--- src/sda_pkg.sv ---
// shared types and constants for the scaled decimal accumulator
`timescale 1ns / 1ps
`default_nettype none

package sda_pkg;

    localparam int MAG_W   = 64;
    localparam int HALF_W  = MAG_W / 2;
    localparam int PROD_W  = 2 * MAG_W;
    localparam int EXP_W   = 6;
    localparam int ERR_W   = 2;
    localparam int SCALE_W = EXP_W + 1;

    // floor(x / 10) == (x * RECIP_TEN) >> RECIP_SHIFT for every 64-bit x
    localparam logic [MAG_W-1:0] TEN_MAG     = 64'd10;
    localparam logic [MAG_W-1:0] RECIP_TEN   = 64'hCCCC_CCCC_CCCC_CCCD;
    localparam int               RECIP_SHIFT = 67;

    localparam logic [ERR_W-1:0] ERR_OK   = 2'd0;
    localparam logic [ERR_W-1:0] ERR_NAN  = 2'd1;
    localparam logic [ERR_W-1:0] ERR_INF  = 2'd2;
    localparam logic [ERR_W-1:0] ERR_RSVD = 2'd3;

    typedef enum logic [1:0] {
        ACT_LOAD = 2'd0,
        ACT_ADD  = 2'd1,
        ACT_SUB  = 2'd2,
        ACT_MUL  = 2'd3
    } action_t;

    typedef struct packed {
        action_t            action;
        logic [MAG_W-1:0]   operand_magnitude;
        logic [EXP_W-1:0]   operand_exponent;
        logic               operand_negative;
        logic [ERR_W-1:0]   operand_error;
    } in_item_t;

    typedef struct packed {
        logic [MAG_W-1:0]   result_magnitude;
        logic [EXP_W-1:0]   result_exponent;
        logic               result_negative;
        logic [ERR_W-1:0]   result_error;
    } out_item_t;

    typedef struct packed {
        logic [MAG_W-1:0]   magnitude;
        logic [EXP_W-1:0]   exponent;
        logic               negative;
        logic [ERR_W-1:0]   error;
    } value_t;

endpackage

`default_nettype wire

--- src/sda_mul.sv ---
// shared 64x64 multiplier built from four 32x32 partial products
`timescale 1ns / 1ps
`default_nettype none

module sda_mul
    import sda_pkg::*;
(
    input  wire logic              aclk,
    input  wire logic              aresetn,
    input  wire logic              start,
    input  wire logic [MAG_W-1:0]  a,
    input  wire logic [MAG_W-1:0]  b,
    output logic                   done,
    output logic [PROD_W-1:0]      product
);

    localparam logic [2:0] LAST_STEP = 3'd4;

    logic               busy_reg, busy_next;
    logic               done_reg, done_next;
    logic [2:0]         step_reg, step_next;
    logic [MAG_W-1:0]   a_reg, b_reg;
    logic [MAG_W-1:0]   pp_reg, pp_next;
    logic [PROD_W-1:0]  acc_reg, acc_next;
    logic [HALF_W-1:0]  fa, fb;
    logic [PROD_W-1:0]  addend;

    // pick the halves for this step's partial product
    always_comb begin
        unique case (step_reg)
            3'd0: begin
                fa = a_reg[HALF_W-1:0];
                fb = b_reg[HALF_W-1:0];
            end
            3'd1: begin
                fa = a_reg[HALF_W-1:0];
                fb = b_reg[MAG_W-1:HALF_W];
            end
            3'd2: begin
                fa = a_reg[MAG_W-1:HALF_W];
                fb = b_reg[HALF_W-1:0];
            end
            default: begin
                fa = a_reg[MAG_W-1:HALF_W];
                fb = b_reg[MAG_W-1:HALF_W];
            end
        endcase
    end

    assign pp_next = {{HALF_W{1'b0}}, fa} * {{HALF_W{1'b0}}, fb};

    // weight of the partial product registered in the previous step
    always_comb begin
        unique case (step_reg)
            3'd1:    addend = PROD_W'(pp_reg);
            3'd2,
            3'd3:    addend = PROD_W'(pp_reg) << HALF_W;
            3'd4:    addend = PROD_W'(pp_reg) << MAG_W;
            default: addend = '0;
        endcase
    end

    always_comb begin
        busy_next = busy_reg;
        step_next = step_reg;
        done_next = busy_reg && (step_reg == LAST_STEP);
        acc_next  = acc_reg;
        if (start) begin
            busy_next = 1'b1;
            step_next = '0;
            acc_next  = '0;
        end else if (busy_reg) begin
            acc_next  = acc_reg + addend;
            step_next = step_reg + 3'd1;
            if (step_reg == LAST_STEP) begin
                busy_next = 1'b0;
            end
        end
    end

    always_ff @(posedge aclk) begin
        if (!aresetn) begin
            busy_reg <= 1'b0;
            done_reg <= 1'b0;
            step_reg <= '0;
        end else begin
            busy_reg <= busy_next;
            done_reg <= done_next;
            step_reg <= step_next;
        end
    end

    always_ff @(posedge aclk) begin
        if (start) begin
            a_reg <= a;
            b_reg <= b;
        end
        if (busy_reg) begin
            pp_reg <= pp_next;
        end
        acc_reg <= acc_next;
    end

    assign done    = done_reg;
    assign product = acc_reg;

endmodule

`default_nettype wire

--- src/scaled_decimal_accumulator_core.sv ---
// top level of the scaled decimal accumulator: sequencer, accumulator and result register
`timescale 1ns / 1ps
`default_nettype none

// Keeps one sign-magnitude scaled decimal (magnitude / 10^exponent, with an error
// code) and loads, adds, subtracts or multiplies each input transaction into it,
// returning the accumulator after every step. All scaling and multiplication run
// through one shared 64x64 multiplier, so the cost of an item depends on its data:
// a load or an ignored item never uses it, an add or subtract uses it once per
// decimal digit of the exponent difference being aligned (each digit is one
// multiply by ten), and a multiply uses it once plus twice for each digit
// truncated from the larger-exponent factor (a multiply by the reciprocal of
// ten, then a retry of the product).
// s_ready is high only while the sequencer is idle; the result register lets
// the next transaction enter while the previous result still waits on m_ready.
module scaled_decimal_accumulator_core
    import sda_pkg::*;
#(
    parameter int EXP_LIMIT = 63
) (
    input  wire logic       aclk,
    input  wire logic       aresetn,
    input  wire logic       s_valid,
    output logic            s_ready,
    input  wire in_item_t   s_data,
    output logic            m_valid,
    input  wire logic       m_ready,
    output out_item_t       m_data
);

    localparam logic [SCALE_W-1:0] EXP_CAP =
        SCALE_W'((EXP_LIMIT < 63) ? EXP_LIMIT : 63);

    typedef enum logic [9:0] {
        S_IDLE       = 10'b00_0000_0001,
        S_DISPATCH   = 10'b00_0000_0010,
        S_SCALE_GO   = 10'b00_0000_0100,
        S_SCALE_WAIT = 10'b00_0000_1000,
        S_ADD        = 10'b00_0001_0000,
        S_MUL_GO     = 10'b00_0010_0000,
        S_MUL_WAIT   = 10'b00_0100_0000,
        S_DIV_GO     = 10'b00_1000_0000,
        S_DIV_WAIT   = 10'b01_0000_0000,
        S_DONE       = 10'b10_0000_0000
    } state_t;

    function automatic value_t make_invalid(logic [ERR_W-1:0] code);
        value_t v;
        v.magnitude = '0;
        v.exponent  = '0;
        v.negative  = 1'b0;
        v.error     = code;
        return v;
    endfunction

    function automatic value_t make_value(logic [MAG_W-1:0] mag, logic [SCALE_W-1:0] ex,
                                          logic neg);
        value_t v;
        if (ex > EXP_CAP) begin
            v = make_invalid(ERR_INF);
        end else begin
            v.magnitude = mag;
            v.exponent  = ex[EXP_W-1:0];
            v.negative  = neg;
            v.error     = ERR_OK;
        end
        return v;
    endfunction

    state_t             state_reg, state_next;
    value_t             acc_reg, acc_next;
    in_item_t           op_reg, op_next;
    logic [MAG_W-1:0]   x_reg, x_next;
    logic [MAG_W-1:0]   y_reg, y_next;
    logic [EXP_W-1:0]   cnt_reg, cnt_next;
    logic [EXP_W-1:0]   te_reg, te_next;
    logic [EXP_W-1:0]   oe_reg, oe_next;
    logic               scale_acc_reg, scale_acc_next;
    logic               m_valid_reg, m_valid_next;
    out_item_t          m_data_reg, m_data_next;

    logic               mul_start;
    logic [MAG_W-1:0]   mul_b;
    logic               mul_done;
    logic [PROD_W-1:0]  mul_prod;
    logic               prod_ovf;

    logic [ERR_W-1:0]   berr;
    logic               bneg_eff;
    logic [MAG_W-1:0]   am, bm;
    logic [MAG_W:0]     sum;
    logic [MAG_W-1:0]   diff_ab, diff_ba;
    logic               a_gt_b, b_gt_a;
    logic [SCALE_W-1:0] add_ex;
    logic [SCALE_W-1:0] mul_ex;
    logic               out_load;

    sda_mul u_mul (
        .aclk    (aclk),
        .aresetn (aresetn),
        .start   (mul_start),
        .a       (x_reg),
        .b       (mul_b),
        .done    (mul_done),
        .product (mul_prod)
    );

    assign mul_start = (state_reg == S_SCALE_GO) || (state_reg == S_MUL_GO)
                       || (state_reg == S_DIV_GO);

    always_comb begin
        priority if (state_reg == S_SCALE_GO) begin
            mul_b = TEN_MAG;
        end else if (state_reg == S_DIV_GO) begin
            mul_b = RECIP_TEN;
        end else begin
            mul_b = y_reg;
        end
    end

    assign prod_ovf = (mul_prod[PROD_W-1:MAG_W] != '0);

    // operand view shared by dispatch and the add step
    assign berr     = (op_reg.operand_error == ERR_RSVD) ? ERR_NAN : op_reg.operand_error;
    assign bneg_eff = (op_reg.action == ACT_SUB) ? ~op_reg.operand_negative
                                                 : op_reg.operand_negative;

    // x holds the aligned value, y the one that kept its exponent
    assign am      = scale_acc_reg ? x_reg : y_reg;
    assign bm      = scale_acc_reg ? y_reg : x_reg;
    assign sum     = {1'b0, am} + {1'b0, bm};
    assign diff_ab = am - bm;
    assign diff_ba = bm - am;
    assign a_gt_b  = am > bm;
    assign b_gt_a  = bm > am;
    assign add_ex  = (acc_reg.exponent > op_reg.operand_exponent)
                     ? {1'b0, acc_reg.exponent} : {1'b0, op_reg.operand_exponent};
    assign mul_ex  = {1'b0, te_reg} + {1'b0, oe_reg};

    assign out_load = (state_reg == S_DONE) && (!m_valid_reg || m_ready);

    always_comb begin
        state_next     = state_reg;
        acc_next       = acc_reg;
        op_next        = op_reg;
        x_next         = x_reg;
        y_next         = y_reg;
        cnt_next       = cnt_reg;
        te_next        = te_reg;
        oe_next        = oe_reg;
        scale_acc_next = scale_acc_reg;

        unique case (state_reg)
            S_IDLE: begin
                if (s_valid) begin
                    op_next    = s_data;
                    state_next = S_DISPATCH;
                end
            end

            S_DISPATCH: begin
                state_next = S_DONE;
                unique case (op_reg.action)
                    ACT_LOAD: begin
                        if (berr != ERR_OK) begin
                            acc_next = make_invalid(berr);
                        end else begin
                            acc_next = make_value(op_reg.operand_magnitude,
                                                  {1'b0, op_reg.operand_exponent},
                                                  op_reg.operand_negative);
                        end
                    end
                    ACT_MUL: begin
                        if (acc_reg.error != ERR_OK) begin
                            state_next = S_DONE;
                        end else if (berr != ERR_OK) begin
                            acc_next = make_invalid(berr);
                        end else begin
                            // truncate the larger-exponent factor, operand on a tie
                            if (acc_reg.exponent > op_reg.operand_exponent) begin
                                x_next  = acc_reg.magnitude;
                                te_next = acc_reg.exponent;
                                y_next  = op_reg.operand_magnitude;
                                oe_next = op_reg.operand_exponent;
                            end else begin
                                x_next  = op_reg.operand_magnitude;
                                te_next = op_reg.operand_exponent;
                                y_next  = acc_reg.magnitude;
                                oe_next = acc_reg.exponent;
                            end
                            state_next = S_MUL_GO;
                        end
                    end
                    default: begin
                        if (acc_reg.error == ERR_OK && berr == ERR_OK) begin
                            if (acc_reg.exponent < op_reg.operand_exponent) begin
                                x_next         = acc_reg.magnitude;
                                y_next         = op_reg.operand_magnitude;
                                scale_acc_next = 1'b1;
                                cnt_next       = op_reg.operand_exponent - acc_reg.exponent;
                                state_next     = S_SCALE_GO;
                            end else begin
                                x_next         = op_reg.operand_magnitude;
                                y_next         = acc_reg.magnitude;
                                scale_acc_next = 1'b0;
                                cnt_next       = acc_reg.exponent - op_reg.operand_exponent;
                                state_next     = (acc_reg.exponent == op_reg.operand_exponent)
                                                 ? S_ADD : S_SCALE_GO;
                            end
                        end
                    end
                endcase
            end

            S_SCALE_GO: begin
                state_next = S_SCALE_WAIT;
            end

            S_SCALE_WAIT: begin
                if (mul_done) begin
                    if (prod_ovf) begin
                        acc_next   = make_invalid(ERR_INF);
                        state_next = S_DONE;
                    end else begin
                        x_next     = mul_prod[MAG_W-1:0];
                        cnt_next   = cnt_reg - EXP_W'(1);
                        state_next = (cnt_reg == EXP_W'(1)) ? S_ADD : S_SCALE_GO;
                    end
                end
            end

            S_ADD: begin
                state_next = S_DONE;
                if (acc_reg.negative == bneg_eff) begin
                    if (sum[MAG_W]) begin
                        acc_next = make_invalid(ERR_INF);
                    end else begin
                        acc_next = make_value(sum[MAG_W-1:0], add_ex, acc_reg.negative);
                    end
                end else if (acc_reg.negative) begin
                    acc_next = a_gt_b ? make_value(diff_ab, add_ex, 1'b1)
                                      : make_value(diff_ba, add_ex, 1'b0);
                end else begin
                    acc_next = b_gt_a ? make_value(diff_ba, add_ex, 1'b1)
                                      : make_value(diff_ab, add_ex, 1'b0);
                end
            end

            S_MUL_GO: begin
                state_next = S_MUL_WAIT;
            end

            S_MUL_WAIT: begin
                if (mul_done) begin
                    if (!prod_ovf) begin
                        acc_next   = make_value(mul_prod[MAG_W-1:0], mul_ex,
                                                acc_reg.negative ^ op_reg.operand_negative);
                        state_next = S_DONE;
                    end else if (te_reg == '0) begin
                        acc_next   = make_invalid(ERR_INF);
                        state_next = S_DONE;
                    end else begin
                        state_next = S_DIV_GO;
                    end
                end
            end

            S_DIV_GO: begin
                state_next = S_DIV_WAIT;
            end

            S_DIV_WAIT: begin
                if (mul_done) begin
                    x_next     = MAG_W'(mul_prod[PROD_W-1:RECIP_SHIFT]);
                    te_next    = te_reg - EXP_W'(1);
                    state_next = S_MUL_GO;
                end
            end

            S_DONE: begin
                if (out_load) begin
                    state_next = S_IDLE;
                end
            end

            default: begin
                state_next = S_IDLE;
            end
        endcase
    end

    always_comb begin
        m_valid_next = m_valid_reg && !m_ready;
        m_data_next  = m_data_reg;
        if (out_load) begin
            m_valid_next                 = 1'b1;
            m_data_next.result_magnitude = acc_reg.magnitude;
            m_data_next.result_exponent  = acc_reg.exponent;
            m_data_next.result_negative  = acc_reg.negative;
            m_data_next.result_error     = acc_reg.error;
        end
    end

    always_ff @(posedge aclk) begin
        if (!aresetn) begin
            state_reg   <= S_IDLE;
            acc_reg     <= make_invalid(ERR_OK);
            m_valid_reg <= 1'b0;
        end else begin
            state_reg   <= state_next;
            acc_reg     <= acc_next;
            m_valid_reg <= m_valid_next;
        end
    end

    always_ff @(posedge aclk) begin
        op_reg        <= op_next;
        x_reg         <= x_next;
        y_reg         <= y_next;
        cnt_reg       <= cnt_next;
        te_reg        <= te_next;
        oe_reg        <= oe_next;
        scale_acc_reg <= scale_acc_next;
        m_data_reg    <= m_data_next;
    end

    assign s_ready = (state_reg == S_IDLE);
    assign m_valid = m_valid_reg;
    assign m_data  = m_data_reg;

endmodule

`default_nettype wire
--- config.mk ---
export PLATFORM = sky130hd
export DESIGN_NAME = scaled_decimal_accumulator_core
export DESIGN_NICKNAME = d
export VERILOG_FILES = /design/src/sda_pkg.sv /design/src/sda_mul.sv /design/src/scaled_decimal_accumulator_core.sv
export SDC_FILE = /design/constraint.sdc
export NUM_CORES = 2
export LEC_CHECK = 0
export BUFFER_PORTS_ARGS = -buffer_cell sky130_fd_sc_hd__buf_2
export CORE_MARGIN = 4
export CORE_UTILIZATION = 45
export DETAILED_ROUTE_END_ITERATION = 6
export PLACE_DENSITY = 0.6
export SETUP_SLACK_MARGIN = 0.05
export SYNTH_ARGS = -nofsm -noshare
export SYNTH_HDL_FRONTEND = slang
export SYNTH_SLANG_ARGS = --single-unit
--- constraint.sdc ---
create_clock -name aclk -period 14.9 [get_ports aclk]
set_input_delay 2.98 -clock aclk [delete_from_list [all_inputs] [get_ports aclk]]
set_output_delay 2.98 -clock aclk [all_outputs]
set_load 0.02 [all_outputs]
==> impl_metrics.ini <==
[critical_path]
endpoint_kind = flip-flop
critPathMostFrequentCell = fa_1
critPathRequiredTime_ps = 15360
reg2regPathDepth = 31
cp.arrival_ps = 12130
critical_path_class = reg -> reg
slowest_delay_ps = 1080
critPathMaxFanout = 52
cp_slowest_cell = nor4bb_1
start_kind = flip-flop

[logic_synthesis]
synthAdderAreaFrac = 0.308
synth_compound_gate_area_share = 0.161
yosysSeqAreaShare = 0.227
synth-edff-count = 487
ys_types = 113
synthArstFlopShare = 0
synth_nets = 10900
synthesis.area_sq_um = 83400
yosys.area_share.simple = 0.139
synthTopCellsByArea = fa_1 (22%), edfxtp_1 (18%), ha_1 (9.2%)
synthTopCellsByCount = inv_1 (1147), nor2_1 (1146), fa_1 (903), nand2_1 (757), a21oi_1 (623)
syn_inst = 9314
synth-seq-cells = 704
synth_area_per_cell_sq_um = 8.96
ys.flop_type = edfxtp_1
ys_warn_count = 0
synth_top_area_cell = fa_1
muxShareOfSynthArea = 0.0637
synth_xor_area_frac = 0.0227
synth.most_common_cell = inv_1
synth_top_family_by_area = adder cells
synth_top_area_frac = 0.217

[timing]
min_period_ps = 11670
grt_setup_unrepaired = no
drv_slew = 0
finalClockSkew_ps = 55.5
setup_violations = 0
setup_slack_ps = 3230
worst_slew_pin_slew_ps = 1380
fin_hold_ws_ps = 489
setup-tns-final_ps = 0
slew_headroom = 0.0765
fmax_ghz = 0.0857
hold_violations = 0
fin_crit_sh = 0.783

[floorplanning]
io-pin-count = 154
start_util = 0.454
die_h_um = 439
core_area_sq_um = 184000
rows = 157
die_w_um = 439
die_area_sq_um = 192000

[routing]
wl_per_cell_um = 31.1
drtIter0Drc = 8947
ant_nets = 0
drt-vias-per-instance = 6.29
wl_um = 364000
met1Wirelength_um = 141000
route.detailed.drc = 17
firstDrtPassIters = 7
dr_total_vias = 73600
met2WireLength_um = 155000
top_layer = met5
wl_met3_um = 40300

[placed_design]
placed_cells = 11500
port_buffers = 153
pre_cts_slack_ps = 3480
dpl.hpwl_um = 291000
dpl_cell_area_sq_um = 86700
gp_congestion = 1.06

[clock_network]
cts_buffer_depth = 3
post_cts_buffers = 0
clock_latency_ps = 730
cts_resized = 0
cts_sinks = 704
clk_root_buffer_cell = clkbuf_16
numCtsBuffers = 83
hold_buffers = 0
cts_tree = yes
cts_max_level = 3
cts.clk_slew.worst_paths_ps = 60

[global_route]
grt_pass1_wl_um = 520000
grt_max_degree = 101
grt_usage = 0.372
grt_antenna_before_repair = 36
overflow = 0
first_global_vias = 72900

[run_status]
violations = DRC
outcome = finished, violations left

[final_layout]
drive_gt1_frac = 0.0765
largest_reg_flops = 128
fin_cells = 11700
syn_to_final_growth_pct = 7.29
stdcell_area_sq_um = 89500
fill_cells = 17500
final_net_count = 10800
regArea_sq_um = 19000
multiInputGateArea_sq_um = 58500
final_util = 0.487

[power_and_ir_drop]
finalPower_mw = 7.58
peakVddDrop_mv = 0.126
power.leakage_nw = 39.3
powerDensity_nw_per_um2 = 84.7

[hold_path]
hold_depth = 2
worst_hold_path_type = reg -> reg

[run]
cap_violations = 0
==> layout by cell type, fill, tap and decap left out, types with 38 or more instances in the layout <==
| cell | n |
|---|---|
| a22o_1 | 79 |
| a21oi_1 | 622 |
| a211oi_1 | 55 |
| buf_2 | 153 |
| and3_1 | 93 |
| mux2i_1 | 325 |
| xor2_1 | 65 |
| mux2i_2 | 43 |
| o31ai_1 | 38 |
| and2_1 | 63 |
| nand4_1 | 108 |
| o21a_1 | 47 |
| nor3_1 | 101 |
| nand2b_1 | 45 |
| a22oi_1 | 94 |
| clkbuf_16 | 83 |
| o21bai_1 | 133 |
| nor2b_1 | 40 |
| xnor2_1 | 151 |
| inv_1 | 1147 |
| dfxtp_1 | 216 |
| nor4_1 | 50 |
| nand3_1 | 83 |
| nand2_1 | 755 |
| buf_4 | 137 |
| nor2_1 | 1143 |
| mux2_2 | 133 |
| edfxtp_1 | 487 |
| o21ai_0 | 422 |
| fa_1 | 903 |
| a31oi_1 | 41 |
| ha_1 | 611 |
| a221oi_1 | 53 |
| a21o_1 | 162 |
==> report_power, final <==
| group | switching, mW | internal [mW] | total (mW) |
|---|---|---|---|
| clock network | 0.939 | 1.19 | 2.13 |
| registers | 0.135 | 2.28 | 2.42 |
| logic | 1.94 | 1.09 | 3.03 |
| total | 3.02 | 4.56 | 7.58 |
==> worst max-delay path, delay by kind of cell (launching register included) <==
family          cells  cell delay (ps)
buf+inv             6             1640
simple gates        4             1670
compound gates      9             3000
mux                 1              290
flops               1              400
xor+xnor            1              170
fa+ha+maj          10             4160
==> kinds of logic (layout without fill, tap and decap cells) <==
logic type,count (synthesis),count (layout)
compound gates,2070,2070
xor+xnor,216,216
fa+ha+maj,1514,1514
buf+inv,1684,1600
flops,704,704
mux,514,514
other cells,0,12
simple gates,2612,2612
==> layer usage <==
layer	track usage	vias up
met4	0.229	12
met1	0.487	36900
met3	0.0905	945
li1	-	31400
met5	0	-
met2	0.556	4333
==> path summary, 6_finish.rpt <==
check | slack (ps) | start | end
min | 490 | acc_reg[9] | acc_reg[9]
max reg2reg | 3230 | u_mul.step_reg[0] | u_mul.pp_reg[62]
max | 3230 | u_mul.step_reg[0] | u_mul.pp_reg[62]
min reg2reg | 490 | acc_reg[9] | acc_reg[9]
==> area by class of cell <==
type                            instances  area share
Antenna cell                           12    0.000336
Multi-Input combinational cell       6926       0.653
Sequential cell                       704       0.212
Timing Repair Buffer                  292      0.0205
Inverter                             1152      0.0483
Tap cell                             2464      0.0344
Clock buffer                          114      0.0252
Clock inverter                         42     0.00598
(Power assumes the default switching activity.)
